===== src/assert_macros.svh =====
// Assertion macros shared by the sprite decoder RTL.
// Define ASSERT_OFF to compile every check away; no other dependencies.
`ifndef ASSERT_MACROS_SVH
`define ASSERT_MACROS_SVH
`ifndef ASSERT_OFF
// Property must hold at every clock edge outside reset.
`define RSD_ASSERT(label, clk, rst_n, prop) \
	label: assert property (@(posedge clk) disable iff (!rst_n) prop) \
		else $error("assertion failed in %m");
// Condition must never be true at a clock edge outside reset.
`define RSD_NEVER(label, clk, rst_n, cond) \
	label: assert property (@(posedge clk) disable iff (!rst_n) !(cond)) \
		else $error("forbidden condition seen in %m");
`else
`define RSD_ASSERT(label, clk, rst_n, prop)
`define RSD_NEVER(label, clk, rst_n, cond)
`endif
`endif


===== src/rsd_pkg.sv =====
// Shared types and constants of the RLE sprite decoder.
// No dependencies; used by every module of the block.
package rsd_pkg;

	localparam int DATA_W   = 8;
	localparam int ADDR_W   = 20;
	localparam int SPAN_W   = 9;
	localparam int COLOR_W  = 16;
	localparam int BIDX_W   = 18;
	localparam int PIX_W    = 17;
	localparam int ROW_W    = 8;
	localparam int RUN_W    = 8;
	localparam int CFG_IDX_W = 3;
	localparam int CFG_DATA_W = 18;
	localparam int Q_DEPTH  = 4;

	typedef enum logic [2:0] {
		ST_OK       = 3'd0,
		ST_PLACE    = 3'd1,
		ST_OVERFLOW = 3'd2,
		ST_TRUNC    = 3'd3,
		ST_MISMATCH = 3'd4
	} status_t;

	typedef enum logic {
		KIND_SPAN   = 1'b0,
		KIND_STATUS = 1'b1
	} kind_t;

	localparam logic [CFG_IDX_W-1:0] REG_ORIGIN_X       = 3'd0;
	localparam logic [CFG_IDX_W-1:0] REG_ORIGIN_Y       = 3'd1;
	localparam logic [CFG_IDX_W-1:0] REG_SURFACE_WIDTH  = 3'd2;
	localparam logic [CFG_IDX_W-1:0] REG_SURFACE_HEIGHT = 3'd3;
	localparam logic [CFG_IDX_W-1:0] REG_FRAME_LENGTH   = 3'd4;

	typedef struct packed {
		logic [9:0]        origin_x;
		logic [9:0]        origin_y;
		logic [10:0]       surface_width;
		logic [10:0]       surface_height;
		logic [BIDX_W-1:0] frame_length;
	} cfg_t;

	// One queue entry: the work one coded byte leaves for the back end.
	typedef struct packed {
		logic               has_span;
		logic [RUN_W-1:0]   span_len;
		logic [COLOR_W-1:0] color;
		logic               has_status;
		status_t            status;
	} entry_t;

endpackage


===== src/rsd_front.sv =====
// Front end of the RLE sprite decoder: takes coded bytes, tracks the run
// state and errors, and hands span and status work to the queue. Uses rsd_pkg.
module rsd_front #(
	parameter int SPRITE_WIDTH  = 64,
	parameter int SPRITE_HEIGHT = 64
) (
	input  logic                       clk,
	input  logic                       arst_n,
	input  rsd_pkg::cfg_t              cfg,
	input  logic                       in_valid,
	output logic                       in_ready,
	input  logic [rsd_pkg::DATA_W-1:0] data_byte,
	input  logic                       q_full,
	output logic                       q_push,
	output rsd_pkg::entry_t            q_entry
);
	import rsd_pkg::*;

	localparam logic [PIX_W:0] TOTAL = (PIX_W+1)'(SPRITE_WIDTH * SPRITE_HEIGHT);

	typedef enum logic [1:0] {PH_CTRL, PH_HI, PH_LO} phase_t;

	phase_t              phase_q, phase_n;
	logic [BIDX_W-1:0]   byte_idx_q;
	logic [PIX_W-1:0]    pix_q, pix_n;
	logic                fill_q, fill_n;
	logic [6:0]          rem_q, rem_n;
	logic [7:0]          hi_q, hi_n;
	status_t             err_q, err_n, st;

	logic [BIDX_W-1:0]   fl;
	logic [BIDX_W:0]     cnt;
	logic                at_end, place_bad, trunc, span, accept;
	logic [RUN_W-1:0]    run_len, span_len;
	logic [8:0]          need;

	always_comb begin
		fl = (cfg.frame_length == '0) ? BIDX_W'(1) : cfg.frame_length;
		cnt = {1'b0, byte_idx_q} + (BIDX_W+1)'(1);
		at_end = cnt >= {1'b0, fl};
		place_bad = ({2'b0, cfg.origin_x} + 12'(SPRITE_WIDTH) > {1'b0, cfg.surface_width}) ||
			({2'b0, cfg.origin_y} + 12'(SPRITE_HEIGHT) > {1'b0, cfg.surface_height});
		run_len = {1'b0, data_byte[6:0]} + RUN_W'(1);
		need = data_byte[7] ? 9'd2 : {run_len, 1'b0};
		// bytes left after this one fall short of what the run needs
		trunc = {2'b0, fl} < ({1'b0, cnt} + {11'b0, need});

		err_n = err_q;
		phase_n = phase_q;
		pix_n = pix_q;
		fill_n = fill_q;
		rem_n = rem_q;
		hi_n = hi_q;
		span = 1'b0;
		span_len = '0;

		if (byte_idx_q == '0 && err_q == ST_OK && place_bad)
			err_n = ST_PLACE;

		if (err_n == ST_OK) begin
			case (phase_q)
				PH_CTRL: begin
					if ({1'b0, pix_q} >= TOTAL)
						err_n = ST_MISMATCH;
					else if ({1'b0, pix_q} + (PIX_W+1)'(run_len) > TOTAL)
						err_n = ST_OVERFLOW;
					else if (trunc)
						err_n = ST_TRUNC;
					else begin
						fill_n = data_byte[7];
						rem_n = data_byte[6:0];
						phase_n = PH_HI;
					end
				end
				PH_HI: begin
					hi_n = data_byte;
					phase_n = PH_LO;
				end
				PH_LO: begin
					span = 1'b1;
					span_len = fill_q ? ({1'b0, rem_q} + RUN_W'(1)) : RUN_W'(1);
					pix_n = pix_q + PIX_W'(span_len);
					if (fill_q || rem_q == '0) begin
						rem_n = '0;
						phase_n = PH_CTRL;
					end else begin
						rem_n = rem_q - 7'd1;
						phase_n = PH_HI;
					end
				end
				default: begin
					phase_n = PH_CTRL;
				end
			endcase
		end

		// frame end: report first error, else an unfinished run or pixel shortfall
		st = err_n;
		if (err_n == ST_OK) begin
			if (phase_n != PH_CTRL)
				st = ST_TRUNC;
			else if ({1'b0, pix_n} != TOTAL)
				st = ST_MISMATCH;
		end

		q_entry.has_span = span;
		q_entry.span_len = span_len;
		q_entry.color = {hi_q, data_byte};
		q_entry.has_status = at_end;
		q_entry.status = at_end ? st : ST_OK;
	end

	assign in_ready = !q_full;
	assign accept = in_valid && in_ready;
	assign q_push = accept && (span || at_end);

	always_ff @(posedge clk or negedge arst_n) begin
		if (!arst_n) begin
			phase_q <= PH_CTRL;
			byte_idx_q <= '0;
			pix_q <= '0;
			fill_q <= 1'b0;
			rem_q <= '0;
			hi_q <= '0;
			err_q <= ST_OK;
		end else if (accept) begin
			if (at_end) begin
				phase_q <= PH_CTRL;
				byte_idx_q <= '0;
				pix_q <= '0;
				fill_q <= 1'b0;
				rem_q <= '0;
				hi_q <= '0;
				err_q <= ST_OK;
			end else begin
				phase_q <= phase_n;
				byte_idx_q <= cnt[BIDX_W-1:0];
				pix_q <= pix_n;
				fill_q <= fill_n;
				rem_q <= rem_n;
				hi_q <= hi_n;
				err_q <= err_n;
			end
		end
	end

endmodule


===== src/rsd_fifo.sv =====
// Short work queue between front and back of the RLE sprite decoder.
// Uses rsd_pkg (entry_t, Q_DEPTH) and assert_macros.svh.
`include "assert_macros.svh"
module rsd_fifo (
	input  logic            clk,
	input  logic            arst_n,
	input  logic            push,
	input  rsd_pkg::entry_t push_entry,
	output logic            full,
	input  logic            pop,
	output rsd_pkg::entry_t head,
	output logic            empty
);
	import rsd_pkg::*;

	localparam int PTR_W = $clog2(Q_DEPTH);

	entry_t           mem [Q_DEPTH];
	logic [PTR_W-1:0] wr_ptr_q, rd_ptr_q;
	logic [PTR_W:0]   count_q;

	assign full = count_q == (PTR_W+1)'(Q_DEPTH);
	assign empty = count_q == '0;
	assign head = mem[rd_ptr_q];

	always_ff @(posedge clk) begin
		if (push && !full)
			mem[wr_ptr_q] <= push_entry;
	end

	always_ff @(posedge clk or negedge arst_n) begin
		if (!arst_n) begin
			wr_ptr_q <= '0;
			rd_ptr_q <= '0;
			count_q <= '0;
		end else begin
			if (push && !full)
				wr_ptr_q <= wr_ptr_q + PTR_W'(1);
			if (pop && !empty)
				rd_ptr_q <= rd_ptr_q + PTR_W'(1);
			case ({push && !full, pop && !empty})
				2'b10:   count_q <= count_q + (PTR_W+1)'(1);
				2'b01:   count_q <= count_q - (PTR_W+1)'(1);
				default: count_q <= count_q;
			endcase
		end
	end

	`RSD_NEVER(a_push_when_full, clk, arst_n, push && full)
	`RSD_NEVER(a_pop_when_empty, clk, arst_n, pop && empty)
	`RSD_ASSERT(a_empty_ptrs_equal, clk, arst_n, empty |-> wr_ptr_q == rd_ptr_q)

endmodule


===== src/rsd_back.sv =====
// Back end of the RLE sprite decoder: splits queued runs at sprite row ends,
// forms surface addresses and drives the result register.
// Uses rsd_pkg and assert_macros.svh.
`include "assert_macros.svh"
module rsd_back #(
	parameter int SPRITE_WIDTH  = 64
) (
	input  logic                        clk,
	input  logic                        arst_n,
	input  rsd_pkg::cfg_t               cfg,
	input  rsd_pkg::entry_t             q_head,
	input  logic                        q_empty,
	output logic                        q_pop,
	output logic                        out_valid,
	input  logic                        out_ready,
	output logic                        kind,
	output logic [rsd_pkg::ADDR_W-1:0]  write_address,
	output logic [rsd_pkg::SPAN_W-1:0]  span_length,
	output logic [rsd_pkg::COLOR_W-1:0] pixel_color,
	output logic [2:0]                  status,
	output logic                        last
);
	import rsd_pkg::*;

	localparam int COL_W = $clog2(SPRITE_WIDTH);
	localparam int PROD_W = 22;

	entry_t             cur_q;
	logic               cur_valid_q;
	logic [COL_W-1:0]   col_q;
	logic [ROW_W-1:0]   row_q;

	logic               out_valid_q, out_last_q;
	kind_t              out_kind_q;
	logic [ADDR_W-1:0]  out_addr_q;
	logic [SPAN_W-1:0]  out_len_q;
	logic [COLOR_W-1:0] out_color_q;
	status_t            out_status_q;

	logic               adv, seg_done;
	logic [SPAN_W-1:0]  room, seg, col_sum, len_ext;
	logic [10:0]        y_sum;
	logic [PROD_W-1:0]  addr;

	// result register frees up when empty or being taken
	assign adv = !out_valid_q || out_ready;
	assign q_pop = !cur_valid_q && !q_empty;

	always_comb begin
		len_ext = {1'b0, cur_q.span_len};
		room = SPAN_W'(SPRITE_WIDTH) - SPAN_W'(col_q);
		seg = (len_ext < room) ? len_ext : room;
		seg_done = seg == len_ext;
		col_sum = SPAN_W'(col_q) + seg;
		y_sum = {1'b0, cfg.origin_y} + 11'(row_q);
		addr = PROD_W'(y_sum) * PROD_W'(cfg.surface_width) + PROD_W'(cfg.origin_x) +
			PROD_W'(col_q);
	end

	always_ff @(posedge clk or negedge arst_n) begin
		if (!arst_n) begin
			cur_valid_q <= 1'b0;
			col_q <= '0;
			row_q <= '0;
			out_valid_q <= 1'b0;
			out_last_q <= 1'b0;
			out_kind_q <= KIND_SPAN;
			out_status_q <= ST_OK;
		end else begin
			if (q_pop)
				cur_valid_q <= 1'b1;
			if (adv) begin
				out_valid_q <= cur_valid_q;
				if (cur_valid_q) begin
					if (cur_q.has_span) begin
						out_kind_q <= KIND_SPAN;
						out_status_q <= ST_OK;
						out_last_q <= seg_done && !cur_q.has_status;
						if (col_sum >= SPAN_W'(SPRITE_WIDTH)) begin
							col_q <= '0;
							row_q <= row_q + ROW_W'(1);
						end else begin
							col_q <= col_sum[COL_W-1:0];
						end
						if (seg_done && !cur_q.has_status)
							cur_valid_q <= 1'b0;
					end else begin
						// status closes the frame: rewind to the sprite origin
						out_kind_q <= KIND_STATUS;
						out_status_q <= cur_q.status;
						out_last_q <= 1'b1;
						col_q <= '0;
						row_q <= '0;
						cur_valid_q <= 1'b0;
					end
				end
			end
		end
	end

	// payload side of the current entry and of the result register
	always_ff @(posedge clk) begin
		if (q_pop)
			cur_q <= q_head;
		else if (adv && cur_valid_q && cur_q.has_span) begin
			cur_q.span_len <= RUN_W'(len_ext - seg);
			if (seg_done)
				cur_q.has_span <= 1'b0;
		end
		if (adv && cur_valid_q) begin
			if (cur_q.has_span) begin
				out_addr_q <= addr[ADDR_W-1:0];
				out_len_q <= seg;
				out_color_q <= cur_q.color;
			end else begin
				out_addr_q <= '0;
				out_len_q <= '0;
				out_color_q <= '0;
			end
		end
	end

	assign out_valid = out_valid_q;
	assign kind = out_kind_q;
	assign write_address = out_addr_q;
	assign span_length = out_len_q;
	assign pixel_color = out_color_q;
	assign status = out_status_q;
	assign last = out_last_q;

	`RSD_ASSERT(a_status_is_last, clk, arst_n, out_valid_q && out_kind_q == KIND_STATUS |-> out_last_q)
	`RSD_ASSERT(a_span_nonempty, clk, arst_n, out_valid_q && out_kind_q == KIND_SPAN |-> out_len_q != '0 && out_status_q == ST_OK)
	`RSD_ASSERT(a_entry_has_work, clk, arst_n, cur_valid_q && !cur_q.has_span |-> cur_q.has_status)

endmodule


===== src/rle_sprite_decoder_unit.sv =====
// Top level of the RLE sprite decoder: configuration registers, front end,
// work queue and back end. Uses rsd_pkg, rsd_front, rsd_fifo and rsd_back.
//
// The block reads a run-length coded 16-bit sprite one byte per input item and
// writes framebuffer spans. A control byte gives a run of (low 7 bits + 1)
// pixels; with bit 7 set one color (high byte first) fills the run, otherwise
// that many literal colors follow. Fill runs are cut at sprite row ends; each
// literal pixel is a span of one. Address = (origin_y + row) * surface_width +
// origin_x + column, kept to 20 bits. The frame's last byte adds a status item
// (0 ok, 1 placement, 2 run overflow, 3 truncated, 4 count mismatch); after an
// error no spans are written. The front end takes one byte per cycle while the
// four-entry queue has room; the back end loads a queue entry only once it is
// through with the last one, then writes that entry's spans and any status one
// by one into the result register as the output takes them. A fill run across
// rows yields up to ceil(128 / SPRITE_WIDTH) + 1 spans. Program registers
// only while idle.
module rle_sprite_decoder_unit #(
	parameter int SPRITE_WIDTH  = 64,
	parameter int SPRITE_HEIGHT = 64
) (
	input  logic                           clk,
	input  logic                           arst_n,
	input  logic                           cfg_valid,
	output logic                           cfg_ready,
	input  logic [rsd_pkg::CFG_IDX_W-1:0]  cfg_index,
	input  logic [rsd_pkg::CFG_DATA_W-1:0] cfg_data,
	input  logic                           in_valid,
	output logic                           in_ready,
	input  logic [rsd_pkg::DATA_W-1:0]     data_byte,
	output logic                           out_valid,
	input  logic                           out_ready,
	output logic                           kind,
	output logic [rsd_pkg::ADDR_W-1:0]     write_address,
	output logic [rsd_pkg::SPAN_W-1:0]     span_length,
	output logic [rsd_pkg::COLOR_W-1:0]    pixel_color,
	output logic [2:0]                     status,
	output logic                           last
);
	import rsd_pkg::*;

	cfg_t   cfg_q;
	entry_t push_entry, head_entry;
	logic   q_push, q_pop, q_full, q_empty;

	// register writes are always taken; unknown indexes are dropped
	assign cfg_ready = 1'b1;

	always_ff @(posedge clk or negedge arst_n) begin
		if (!arst_n) begin
			cfg_q.origin_x <= '0;
			cfg_q.origin_y <= '0;
			cfg_q.surface_width <= 11'd1;
			cfg_q.surface_height <= 11'd1;
			cfg_q.frame_length <= BIDX_W'(1);
		end else if (cfg_valid && cfg_ready) begin
			case (cfg_index)
				REG_ORIGIN_X:       cfg_q.origin_x <= cfg_data[9:0];
				REG_ORIGIN_Y:       cfg_q.origin_y <= cfg_data[9:0];
				REG_SURFACE_WIDTH:  cfg_q.surface_width <= cfg_data[10:0];
				REG_SURFACE_HEIGHT: cfg_q.surface_height <= cfg_data[10:0];
				REG_FRAME_LENGTH:   cfg_q.frame_length <= cfg_data[BIDX_W-1:0];
				default:            cfg_q <= cfg_q;
			endcase
		end
	end

	// decode bytes and classify them into span and status work
	rsd_front #(
		.SPRITE_WIDTH  (SPRITE_WIDTH),
		.SPRITE_HEIGHT (SPRITE_HEIGHT)
	) u_front (
		.clk       (clk),
		.arst_n    (arst_n),
		.cfg       (cfg_q),
		.in_valid  (in_valid),
		.in_ready  (in_ready),
		.data_byte (data_byte),
		.q_full    (q_full),
		.q_push    (q_push),
		.q_entry   (push_entry)
	);

	// hold work so front and back stall independently
	rsd_fifo u_fifo (
		.clk        (clk),
		.arst_n     (arst_n),
		.push       (q_push),
		.push_entry (push_entry),
		.full       (q_full),
		.pop        (q_pop),
		.head       (head_entry),
		.empty      (q_empty)
	);

	// split runs into spans and drive the result register
	rsd_back #(
		.SPRITE_WIDTH  (SPRITE_WIDTH)
	) u_back (
		.clk           (clk),
		.arst_n        (arst_n),
		.cfg           (cfg_q),
		.q_head        (head_entry),
		.q_empty       (q_empty),
		.q_pop         (q_pop),
		.out_valid     (out_valid),
		.out_ready     (out_ready),
		.kind          (kind),
		.write_address (write_address),
		.span_length   (span_length),
		.pixel_color   (pixel_color),
		.status        (status),
		.last          (last)
	);

endmodule

===== config.mk =====
export PLATFORM = sky130hd
export DESIGN_NAME = rle_sprite_decoder_unit
export DESIGN_NICKNAME = d
export VERILOG_FILES = /design/src/rsd_pkg.sv /design/src/rsd_front.sv /design/src/rsd_fifo.sv /design/src/rsd_back.sv /design/src/rle_sprite_decoder_unit.sv
export VERILOG_INCLUDE_DIRS = /design/src /design/src/src
export SDC_FILE = /design/constraint.sdc
export NUM_CORES = 1
export LEC_CHECK = 0
export BUFFER_PORTS_ARGS = -buffer_cell sky130_fd_sc_hd__buf_4
export CAP_MARGIN = 0
export CORE_MARGIN = 10
export CORE_UTILIZATION = 39
export DETAILED_ROUTE_END_ITERATION = 16
export SLEW_MARGIN = 20
export SYNTH_ARGS = -nofsm -noshare
export SYNTH_HDL_FRONTEND = slang
export SYNTH_HIERARCHICAL = 1
export SYNTH_SLANG_ARGS = --single-unit

===== constraint.sdc =====
create_clock -name clk -period 19.2 [get_ports clk]
set_input_delay 0.96 -clock clk [delete_from_list [all_inputs] [get_ports clk]]
set_output_delay 0.96 -clock clk [all_outputs]
set_load 0.005 [all_outputs]

# Word-level counts from Yosys, hierarchy flattened

Memories as Yosys holds them, arrays and structs flattened.
Index checks and enable logic that the tools add are counted.

Multiplexer cells: 64
Div/mod/pow operators: 0
Reductions and logical operators: 47
Add/subtract/negate cells: 20
Eq/ne operators: 18
$mul: 1
Shift operators: 0
Bitwise gates (word level): 0
Magnitude comparators: 8

Operator list:

| cell                                                                 | number |
|---|---|
| 2-to-1 mux 8 bit                                                     | 8 |
| 2-to-1 mux 17 bit                                                    | 3 |
| 2-to-1 mux 7 bit                                                     | 6 |
| zero test 18 bit                                                     | 2 |
| 2-to-1 mux 18 bit                                                    | 2 |
| 2-to-1 mux 3 bit                                                     | 12 |
| 2-to-1 mux 9 bit                                                     | 4 |
| greater-than comparator 12 x 11 -> 1 bit                             | 2 |
| adder 10 x 7 -> 11 bit (second input constant)                       | 2 |
| adder 19 x 9 -> 20 bit                                               | 1 |
| adder 20 x 10 -> 20 bit                                              | 1 |
| adder 20 x 6 -> 20 bit                                               | 1 |
| less-than comparator 18 x 20 -> 1 bit                                | 1 |
| multiplier 11 x 11 -> 20 bit                                         | 1 |
| adder 18 x 1 -> 19 bit (second input constant)                       | 1 |
| greater-or-equal comparator 19 x 18 -> 1 bit                         | 1 |
| 2-to-1 mux 1 bit                                                     | 19 |
| adder 17 x 8 -> 18 bit                                               | 1 |
| greater-than comparator 18 x 13 -> 1 bit (second input constant)     | 1 |
| adder 17 x 8 -> 17 bit                                               | 1 |
| greater-or-equal comparator 17 x 13 -> 1 bit (second input constant) | 1 |
| != test 17 x 13 -> 1 bit (second input constant)                     | 1 |
| adder 7 x 1 -> 8 bit (second input constant)                         | 2 |
| zero test 3 bit                                                      | 5 |
| 35 further kinds                                                     | 79 |

Word-level logic and storage cells: 189
Memories kept: 1
Output and inout port bits: 53
Memory bits (writable): 116
ROM bits: 0
Bits in registers: 218
Bits in latches: 0
Input port bits: 34

Memory list:

| memory     | words | bits a word | rd ports | clocked after memory_dff | wr ports | RTL line       | source |
|---|---|---|---|---|---|---|---|
| u_fifo.mem | 4     | 29          | 1        | 0                        | 1        | rsd_fifo.sv:18 | `entry_t mem [Q_DEPTH];` |

# Longest topological paths before layout

Gate-level depths: netlist of the first run.

Depth in word-level cells: 14
Depth in mapped cells: 27
Gate-level depth less buffers: 26

# Modules after synthesis

The synthesis of the first run kept the hierarchy.

Modules (own cells, without submodules):

| module                  | seq. area each (sq um) | cells each | times used | area an instance (sq um) |
|---|---|---|---|---|
| rsd_back                | 2,717.6                | 916        | 1          | 9,186.3 |
| rsd_front               | 1,401.3                | 868        | 1          | 6,776.5 |
| rsd_fifo                | 3,658.5                | 188        | 1          | 4,630.7 |
| rle_sprite_decoder_unit | 1,505.2                | 133        | 1          | 2,338.5 |

# Worst setup path before layout of the first run

No wires, ideal clock.

Path type: reg2reg
Start: register cfg_q[41] (netlist name)
End: register u_back.out_addr_q[19] (netlist: u_back/write_address[19]) (data pin)
Cell stages (with the launch flop): 25
Data arrival time: 5.950 ns
Buffers on the path: 1
Setup time: 0.261 ns
Clock period less this slack: 6.211 ns
Setup slack: 12.989 ns
Required time: 18.939 ns
Path through: dfrtp_1 ha_1 a211o_1 a211oi_1 o21bai_1 a41oi_1 xnor2_1 clkbuf_1 and2_1 fa_1 ha_1 inv_1 fa_1 inv_1 fa_1 inv_1 fa_1 inv_1 ha_1 or3_1 o2111ai_1 a31oi_1 a21oi_1 xnor2_1 mux2i_1

Cells in the longest elaborated chain, start to end: 4

RTL lines:

| item                         | RTL line                      | source |
|---|---|---|
| start, declared              | rle_sprite_decoder_unit.sv:41 | `cfg_t cfg_q;` |
| start signal, assigned       | rle_sprite_decoder_unit.sv:62 | `default: cfg_q <= cfg_q;` |
| adder 10 x 8 -> 11 bit       | rsd_back.sv:55                | `y_sum = {1'b0, cfg.origin_y} + 11'(row_q);` |
| multiplier 11 x 11 -> 20 bit | rsd_back.sv:56                | `addr = PROD_W'(y_sum) * PROD_W'(cfg.surface_width) + PROD_W'(cfg.origin_x) +` |
| adder 20 x 10 -> 20 bit      | rsd_back.sv:56                |  |
| adder 20 x 6 -> 20 bit       | rsd_back.sv:56                |  |
| end signal, assigned         | rsd_back.sv:112               | `out_addr_q <= addr[ADDR_W-1:0];` |
| end, declared                | rsd_back.sv:35                | `logic [ADDR_W-1:0] out_addr_q;` |

No other way between the ends.
A chain may end at the register's enable or synchronous reset.

# Worst setup path in the final report of the first run

Start: register u_back.row_q[0]
End: register u_back.out_addr_q[19] (netlist: u_back/write_address[19]) (data pin)

Cells in the longest elaborated chain, start to end: 4

RTL lines:

| item                         | RTL line       | source |
|---|---|---|
| start, declared              | rsd_back.sv:31 | `logic [ROW_W-1:0] row_q;` |
| start signal, assigned       | rsd_back.sv:81 | `row_q <= row_q + ROW_W'(1);` |
| adder 10 x 8 -> 11 bit       | rsd_back.sv:55 |  |
| multiplier 11 x 11 -> 20 bit | rsd_back.sv:56 |  |
| adder 20 x 10 -> 20 bit      | rsd_back.sv:56 |  |
| adder 20 x 6 -> 20 bit       | rsd_back.sv:56 |  |

No other way between the ends.

==> results.yml, run 1 <==
grt:
  grt_pass1_wl_mm: 86.6
  pin_count_of_the_biggest_net_entering_global_routing: 76
  track_usage_pct: 15.2
  gr-usage-met3_pct: 2.34
  grt_util_met1_pct: 20.1
  groute.layer.met2.usage_pct: 25.2
  total_global_routing_overflow: 0
  grt_antenna_before_repair: 1
  via_count_of_the_first_global_routing_pass: 16000
  globalRoute.busiestLayer: "met2"
critical_path:
  cp.required_ns: 19.61
  timing.reg2reg.setup_slack_ns: 12.27
  crit_path_start_kind: "register"
  r2r-end: "u_back/write_address[19]$_SDFFCE_PN0P_"
  crit_arrival_ns: 7.33
  r2r.worst_path.cells: 24
  worstSetupStartpoint: "u_back/row_q[0]$_DFFE_PN0P_"
  worstSetupPathType: "reg -> reg"
  cp_max_fo: 11
  reg2reg_from: "u_back/row_q[0]$_DFFE_PN0P_"
  worstSetupEndpoint: "u_back/write_address[19]$_SDFFCE_PN0P_"
  crit_path_end_kind: "register"
synthesis:
  ys_top_cells_by_count: "239 x inv_1, 189 x edfxtp_1, 187 x nand2_1, 181 x ha_1, 141 x dfrtp_1"
  ys_types: 103
  synthesized_area_divided_by_synthesized_cell_count_um2: 10.9
  synthesis.area_um2: 22900
  synth-edff-count: 189
  synth.most_common_cell: "inv_1"
  netlist_instances: 2105
  synth_largest_area_cell: "edfxtp_1"
  synth_top_cells_by_area: "edfxtp_1 25%, dfrtp_1 15%, ha_1 9.9%, fa_1 8.9%, inv_1 3.9%"
  post_synthesis_sequential_area_ratio_pct: 40.5
  synth-warning-count: 6
  synth_ff_type: "edfxtp_1"
  post-synth-top-area-fraction_pct: 24.7
  async_reset_ff_share_pct: 43.2
  synth-seq-cells: 333
clocking:
  clkLatencyLatePin_ns: 0.56
  cts_tree: "yes"
  clkSlewWorstSetupHoldPaths_ns: 0.06
  clock_tree.buffer_depth: 3
  cts_hold_buffers: 0
  tritoncts.num_buffers: 38
  root_buffer: "clkbuf_16"
  cts_post_setup_buffers_inserted: 0
  postCtsResizedCells: 0
  htreeDepth: 2
  num_clock_sinks: 333
die:
  die_height_um: 262
  floorplan.die.width_um: 262
  io-pin-count: 87
  initial_core_util_pct: 39.6
  core.rowCount: 88
  die-area_um2: 68900
  core_area_um2: 57900
finish:
  area_delta_synth_final_pct: 10.6
  layout.cell_area.non_filler_um2: 25400
  design.final.nets: 2460
  num_antenna_cells: 0
  drive_above_1_share_pct: 13.8
drt:
  drt-total-wl_mm: 52.7
  drcViolationCount: 0
  detailedRoute.firstIterationViolations: 919
  avgViaCountPerCell: 5.29
  ant_nets: 0
  num_vias: 15500
  routedWlPerCell_um: 17.9
  detail_route.first_pass.iterations: 5
timing:
  worst_pin_slew_ns: 1.03
  slew_headroom_pct: 30.5
  setup_tns_ns: 0
  min_period_over_period_pct: 36.1
  total_setup_violations_reported_at_the_end_of_the_flow: 0
  fmax_mhz: 144
  report.final.slew_viol_count: 0
  post-route-min-period_ns: 6.93
  hold_viol: 0
  clock-skew-final_ns: 0.0182
  rsz0062_at_grt: "false"
placed_design:
  place_area_um2: 24100
  buffer_ports.inserted: 84
  gp_weighted_congestion: 0.856
  dp_hpwl_mm: 38.9
job:
  max_cap_violations: 0
status:
  run_status: "complete, no violations"
worst_hold_path:
  timing.hold.worst.class: "in -> async"
==> registers in the layout, indices dropped and copies added (netlist names), 2 cells and up <==
name,flops
cfg_q,60
u_front/err_q,3
u_fifo/rd_ptr_q,2
u_back/row_q,8
u_fifo/wr_ptr_q,2
u_back/status,3
u_back/cur_q,29
u_front/pix_q,17
u_front/hi_q,8
u_back/pixel_color,16
u_front/byte_idx_q,18
u_fifo/count_q,3
u_front/rem_q,7
u_back/span_length,8
u_back/write_address,20
u_fifo/mem,116
u_back/col_q,6
u_front/phase_q,2
==> layer usage <==
layer / vias up / share of wire [%] / routed length (µm)
met2: 311 / 48 / 25100
met3: 80 / 3.9 / 2040
li1: 7413 / - / -
met5: - / 0.025 / 13
met4: 2 / 2.8 / 1490
met1: 7727 / 46 / 24100
==> cell type report <==
| cell class | instances | area, µm² |
|---|---|---|
| clock inverter | 19 | 191 |
| fill | 5431 | 32600 |
| tap | 765 | 957 |
| clock buffer | 51 | 1030 |
| inverter | 242 | 908 |
| timing repair buffer | 101 | 762 |
| sequential | 333 | 9290 |
| multi-input combinational | 1427 | 12200 |
==> through the flow <==
stage	hold slack, ns	utilization, %	instances	setup WS, ns
floorplan	0.452	-	2106	12.99
finish	0.449	43.8	2938	12.27
CTS	0.466	43.8	2938	12.27
detailed placement	0.479	41.7	2868	12.28
global route	0.496	43.8	2938	11.70
global placement	0.462	41.7	2868	12.47
==> cell families after synthesis <==
family,share of synthesized area (%)
compound gates,10.3
xor+xnor,3.59
fa+ha+maj,18.8
buf+inv,6.27
flops,40.5
mux,6.78
other cells,0.0327
simple gates,13.7
==> placed cells by master (no fill, tap or decap), types with 9 or more instances in the layout <==
cell type	netlist	final
a211oi_1	14	14
a21o_1	26	26
a21oi_1	73	73
a22o_1	12	12
a31oi_1	10	10
and2_1	95	95
and3_1	23	23
buf_4	13	100
clkbuf_1	65	10
clkbuf_16	0	38
dfrtp_1	141	139
edfxtp_1	189	189
fa_1	102	102
ha_1	181	181
inv_1	239	239
mux2_2	54	54
mux2_4	12	12
mux2i_1	11	11
mux4_2	28	28
nand2_1	187	187
nand2b_1	26	26
nand3_1	34	34
nand4_1	23	23
nor2_1	64	64
nor2b_1	29	29
nor3_1	29	29
nor4_1	11	11
o21a_1	15	15
o21ai_0	94	94
o22ai_1	9	9
o31ai_1	18	18
or3_1	14	14
xnor2_1	63	63
xor2_1	26	26
==> worst min-delay path by stage <==
stage | startpoint | endpoint | slack [ns] | depth (start not counted)
2_1_floorplan | u_back/cur_q[0]$_DFFE_PP_ | u_back/status[0]$_DFFE_PN0P_ | 0.45 | 2
3_3_place_gp | u_back/cur_q[1]$_DFFE_PP_ | u_back/status[1]$_DFFE_PN0P_ | 0.46 | 2
3_5_place_dp | u_back/last$_DFFE_PN0P_ | u_back/last$_DFFE_PN0P_ | 0.48 | 2
4_1_cts | arst_n | u_fifo/wr_ptr_q[0]$_DFFE_PN0P_ | 0.47 | 1
5_1_grt | arst_n | u_fifo/wr_ptr_q[0]$_DFFE_PN0P_ | 0.50 | 1
6_report | arst_n | u_fifo/wr_ptr_q[0]$_DFFE_PN0P_ | 0.45 | 1
==> worst max-delay path: stages, from the launching register on <==
cell	delay (ns)
dfrtp_1	0.41
ha_1	0.22
inv_1	0.07
fa_1	0.39
nor2b_1	0.18
o31a_1	0.23
o21ai_0	0.14
xnor2_1	0.75
and2_1	0.26
fa_1	0.43
ha_1	0.29
inv_1	0.05
fa_1	0.49
inv_1	0.05
fa_1	0.52
inv_1	0.05
fa_1	0.52
inv_1	0.04
ha_1	0.23
or3_1	0.40
o2111ai_1	0.28
a31oi_1	0.18
a21oi_1	0.22
xnor2_1	0.16
mux2i_1	0.20
Power of run 1 is not shown: default switching activity piles up to over one toggle a cycle in this logic, so the estimate is an artifact.
==> run 2, diff against run 1 <==
==> constraint.sdc (replaced) <==
create_clock -name clk -period 6.65 [get_ports clk]
set_input_delay 0.3325 -clock clk [delete_from_list [all_inputs] [get_ports clk]]
set_output_delay 0.3325 -clock clk [all_outputs]
set_load 0.005 [all_outputs]
==> run 2 against run 1 <==
Compared with the run above: die area stayed put; critical path depth is 2 higher; sequential share of layout area is 0.64 points lower; non-clock buffer count is 30 higher; worst hold slack worse by 0.41 ns.
==> results.yml, run 2 (synthesis gave the netlist of run 1 again) <==
finish:
  reg.largest.list: "u_fifo/mem: 116 flops, cfg_q: 60 flops, u_back/cur_q: 29 flops"
  layout.cell_area.non_filler_um2: 25800
  num_antenna_cells: 0
  multi_input_comb_area_um2: 12300
  drive_above_1_share_pct: 15.5
  area_delta_synth_final_pct: 12.5
  largest_reg_flops: 116
  max_flop_register: "u_fifo/mem"
  commonest_non_fill_non_tap_cell_in_the_layout: "inv_1"
  area.sequential_um2: 9290
  most-common-layout-cells: "239 x inv_1, 189 x edfxtp_1, 187 x nand2_1, 175 x ha_1, 138 x dfrtp_1"
  fillerInstances: 5376
  design.final.nets: 2491
  final_util_pct: 44.6
timing:
  worst_pin_slew_ns: 1.02
  post-route-min-period_ns: 6.38
  report.final.slew_viol_count: 0
  total_setup_violations_reported_at_the_end_of_the_flow: 0
  hold_ws_ns: 0.0389
  setup_tns_ns: 0
  slew_headroom_pct: 32.3
  clock-skew-final_ns: 0.0233
  fmax_mhz: 157
  hold_viol: 0
  min_period_over_period_pct: 95.9
grt:
  pin_count_of_the_biggest_net_entering_global_routing: 76
  total_global_routing_overflow: 0
  grt_pass1_wl_mm: 87.5
  via_count_of_the_first_global_routing_pass: 16400
  track_usage_pct: 15.4
  grt_antenna_before_repair: 2
die:
  core_area_um2: 57900
  die-area_um2: 68900
  initial_core_util_pct: 39.6
  core.rowCount: 88
  io-pin-count: 87
  die_height_um: 262
  floorplan.die.width_um: 262
drt:
  drcViolationCount: 0
  drt-total-wl_mm: 53.3
  num_vias: 15700
  detailedRoute.firstIterationViolations: 1038
  routedWlPerCell_um: 18.0
  detail_route.first_pass.iterations: 5
  ant_nets: 0
  avgViaCountPerCell: 5.28
critical_path:
  reg2reg_from: "u_back/row_q[0]$_DFFE_PN0P_"
  cp_max_fo: 5
  cpMaxStageDelayCell: "fa_1"
  crit_path_start_kind: "register"
  worstSetupStartpoint: "u_back/row_q[0]$_DFFE_PN0P_"
  crit_arrival_ns: 6.79
  worstSetupPathType: "reg -> reg"
  critical-path-max-stage-delay_ns: 0.54
  cp.required_ns: 7.06
  r2r-end: "u_back/write_address[19]$_SDFFCE_PN0P_"
  timing.reg2reg.setup_slack_ns: 0.27
  crit_path_end_kind: "register"
  r2r.worst_path.cells: 26
  critical-path-top-cell-by-count: "fa_1"
placed_design:
  gp_weighted_congestion: 0.876
  dp_hpwl_mm: 39.1
  buffer_ports.inserted: 84
  place_area_um2: 24200
worst_hold_path:
  holdPathEnd: "cfg_q[10]$_DFFE_PN0P_"
  timing.hold.worst.class: "in -> reg"
  worstHoldPathCells: 2
  hold_path.startpoint: "cfg_data[10]"
clocking:
  clkLatencyLatePin_ns: 0.57
  root_buffer: "clkbuf_16"
  tritoncts.num_buffers: 39
  num_clock_sinks: 333
  clock_tree.buffer_depth: 3
  clkSlewWorstSetupHoldPaths_ns: 0.06
  cts_tree: "yes"
  htreeDepth: 2
status:
  run_status: "complete, no violations"
job:
  max_cap_violations: 0
run 2: cell count changes in the layout (fill, tap and decap cells not counted), sizes merged:
cell	delta
clkinv	-5
bufinv	+2
inv	+1
clkbuf	+5
buf	+22
dlygate4sd3	+8
clkinvlp	-2
run 2: how the worst max path moves through the flow:
stage / endpoint / cells past startpoint
2_1_floorplan: u_back/write_address[19]$_SDFFCE_PN0P_ / 24
3_3_place_gp: u_back/write_address[17]$_SDFFCE_PN0P_ / 26
3_5_place_dp: u_back/write_address[17]$_SDFFCE_PN0P_ / 26
4_1_cts: u_back/write_address[19]$_SDFFCE_PN0P_ / 26
5_1_grt: u_back/write_address[19]$_SDFFCE_PN0P_ / 26
6_report: u_back/write_address[19]$_SDFFCE_PN0P_ / 26
run 2: repair_timing:
action                     CTS  global route
setup endpoints to repair    3             6
hold endpoints to repair    76             0
buffers inserted             0            12
cloned                       0             0
pin swaps                    0            14
gates resized for setup      1            23
hold buffers                 8             0
run 2: metal layers:
metal | global-route usage, % | up-vias | routed length [µm]
li1 | - | 7483 | -
met1 | 19.8 | 7812 | 23800
met2 | 25.9 | 302 | 25900
met3 | 2.78 | 66 | 2370
met4 | 4.69 | 2 | 1250
met5 | 0 | - | 13
run 2: layout make-up:
| class | count | share of cell area, % |
|---|---|---|
| clock inverters | 15 | 0.868 |
| clock buffers | 56 | 4.22 |
| well taps | 765 | 3.71 |
| repair buffers | 131 | 3.92 |
| flip-flops and latches | 333 | 36.0 |
| multi-input cells | 1427 | 47.8 |
| inverters | 242 | 3.52 |
run 2: worst max-delay path, delay by kind of cell, from the launching register on:
family	cells	cell delay [ns]
fa+ha+maj	8	3.31
compound gates	6	0.87
buf+inv	6	0.52
xor+xnor	2	0.47
mux	1	0.21
flops	1	0.44
simple gates	3	0.38
run 2: through the flow:
stage          setup WS, ns  std cells
2_1_floorplan         0.439       2106
3_3_place_gp          0.191       2878
3_5_place_dp        -0.0361       2878
4_1_cts              0.0636       2957
5_1_grt             -0.0112       2969
6_report              0.272       2969
Power of run 2 is left out for the same reason.
==> run 3, diff against run 2 <==
--- a/config.mk
+++ b/config.mk
@@ -9,8 +9,9 @@
 export BUFFER_PORTS_ARGS = -buffer_cell sky130_fd_sc_hd__buf_4
 export CAP_MARGIN = 0
 export CORE_MARGIN = 10
-export CORE_UTILIZATION = 39
+export CORE_UTILIZATION = 35
 export DETAILED_ROUTE_END_ITERATION = 16
+export MAX_ROUTING_LAYER = met4
 export SLEW_MARGIN = 20
 export SYNTH_ARGS = -nofsm -noshare
 export SYNTH_HDL_FRONTEND = slang
==> run 3 against run 2 <==
Compared with the run above: core utilization is 4.5 points lower; register-to-register slack got worse by 0.04 ns; non-clock buffer count is the same; die area grew 11%; critical path type unchanged; largest cell class unchanged; highest routed layer is now met4.
==> results.yml, run 3 (synthesis gave the netlist of run 1 again) <==
finish:
  reg.largest.list: "u_fifo/mem: 116 flops, cfg_q: 60 flops, u_back/cur_q: 29 flops"
  most-common-layout-cells: "239 x inv_1, 189 x edfxtp_1, 187 x nand2_1, 177 x ha_1, 139 x dfrtp_1"
  drive_above_1_share_pct: 15.3
  instances_no_fill: 3057
  commonest_non_fill_non_tap_cell_in_the_layout: "inv_1"
  design.final.nets: 2489
  largest_reg_flops: 116
  max_flop_register: "u_fifo/mem"
  area_delta_synth_final_pct: 12.9
clocking:
  cts_tree: "yes"
  htreeDepth: 2
  clkLatencyLatePin_ns: 0.57
  tritoncts.num_buffers: 37
  root_buffer: "clkbuf_16"
  clock_tree.buffer_depth: 3
  clkSlewWorstSetupHoldPaths_ns: 0.06
  num_clock_sinks: 333
critical_path:
  cpMaxStageDelayCell: "fa_1"
  worstSetupPathType: "reg -> reg"
  timing.reg2reg.setup_slack_ns: 0.23
  crit_path_end_kind: "register"
  cp.required_ns: 7.07
  crit_path_start_kind: "register"
  critical-path-top-cell-by-count: "fa_1"
  critical-path-max-stage-delay_ns: 0.56
  crit_arrival_ns: 6.84
  cp_max_fo: 5
drt:
  avgViaCountPerCell: 5.08
  drt-total-wl_mm: 54.2
  ant_nets: 0
  drcViolationCount: 0
  detailedRoute.firstIterationViolations: 833
  num_vias: 15500
  detail_route.first_pass.iterations: 5
  routedWlPerCell_um: 17.7
timing:
  fmax_mhz: 156
  setup_tns_ns: 0
  slew_headroom_pct: 29.5
  report.final.slew_viol_count: 0
  clock-skew-final_ns: 0.0196
  rsz0062_at_grt: "true"
  min_period_over_period_pct: 96.6
  post-route-min-period_ns: 6.42
  worst_pin_slew_ns: 1.06
  total_setup_violations_reported_at_the_end_of_the_flow: 0
  hold_viol: 0
die:
  die_height_um: 276
  core_area_um2: 64700
  floorplan.die.width_um: 276
  io-pin-count: 87
  die-area_um2: 76200
  core.rowCount: 93
  initial_core_util_pct: 35.4
placed_design:
  dp_cells: 2969
  dp_hpwl_mm: 40.1
  gp_weighted_congestion: 0.896
  buffer_ports.inserted: 84
status:
  run_status: "complete, no violations"
grt:
  track_usage_pct: 14.8
  grt_pass1_wl_mm: 88.0
  pin_count_of_the_biggest_net_entering_global_routing: 78
  total_global_routing_overflow: 0
  via_count_of_the_first_global_routing_pass: 16200
  grt_antenna_before_repair: 1
worst_hold_path:
  timing.hold.worst.class: "in -> reg"
job:
  max_cap_violations: 0
-- run 3: cell count changes in the layout (fill, tap and decap cells not counted), sizes merged --
cell,before,now
buf,123,121
bufinv,4,5
clkbuf,56,44
clkinv,6,13
clkinvlp,1,2
diode,0,1
dlygate4sd3,8,10
-- run 3: worst max-delay path, delay by kind of cell (launching register included) --
kind	cells	cell delay, ns
adder cells (fa/ha/maj)	8	3.36
AO/OA/AOI/OAI	5	0.89
AND/OR/NAND/NOR	4	0.70
flip-flops	1	0.40
XOR/XNOR	2	0.36
buffers and inverters	5	0.35
multiplexers	1	0.20
-- run 3: timing repair --
item,in CTS,in global routing
setup buffers,0,9
endpoints found under the hold margin,79,0
gates resized for setup,0,16
hold buffers,10,0
endpoints found under the setup margin,0,6
-- run 3: final cells by class --
type / count / area, µm²
tap: 855 / 1070
multi-input combinational: 1427 / 12300
timing repair buffer: 131 / 1020
fill: 6179 / 38800
inverter: 242 / 908
clock buffer: 44 / 993
clock inverter: 24 / 325
antenna: 1 / 2.50
sequential: 333 / 9290
-- run 3: final timing paths --
check / start / cells after the start / end
max: u_back/row_q[0]$_DFFE_PN0P_ / 25 / u_back/write_address[19]$_SDFFCE_PN0P_
min: data_byte[4] / 1 / u_fifo/mem[0][8]$_DFFE_PP_
max reg2reg: u_back/row_q[0]$_DFFE_PN0P_ / 25 / u_back/write_address[19]$_SDFFCE_PN0P_
min reg2reg: u_back/cur_q[1]$_DFFE_PP_ / 2 / u_back/status[1]$_DFFE_PN0P_
max in group asynchronous: arst_n / 3 / cfg_q[14]$_DFFE_PN0P_
min in group asynchronous: arst_n / 2 / u_front/pix_q[3]$_DFFE_PN0P_
-- run 3: metal layers --
layer	track usage, %	vias up	part of all wire, %
met5	-	-	0
met4	3.73	0	2.0
met3	2.30	71	4.6
met2	24.5	302	49
met1	18.7	7662	45
li1	-	7504	-
-- run 3: through the flow --
| stage | util, % | worst slack, ns | area [µm²] | hold slack, ns |
|---|---|---|---|---|
| 3_3_place_gp | 37.6 | 0.235 | 24300 | 0.424 |
| 4_1_cts | 39.8 | 0.0456 | 25700 | 0.00433 |
| 6_report | 40.0 | 0.227 | 25900 | 0.0366 |
| 2_1_floorplan | - | 0.439 | 22900 | 0.0369 |
| 5_1_grt | 40.0 | -0.00880 | 25900 | 0.00937 |
| 3_5_place_dp | 37.6 | 0.0716 | 24300 | 0.431 |
Power of run 3 is left out for the same reason.
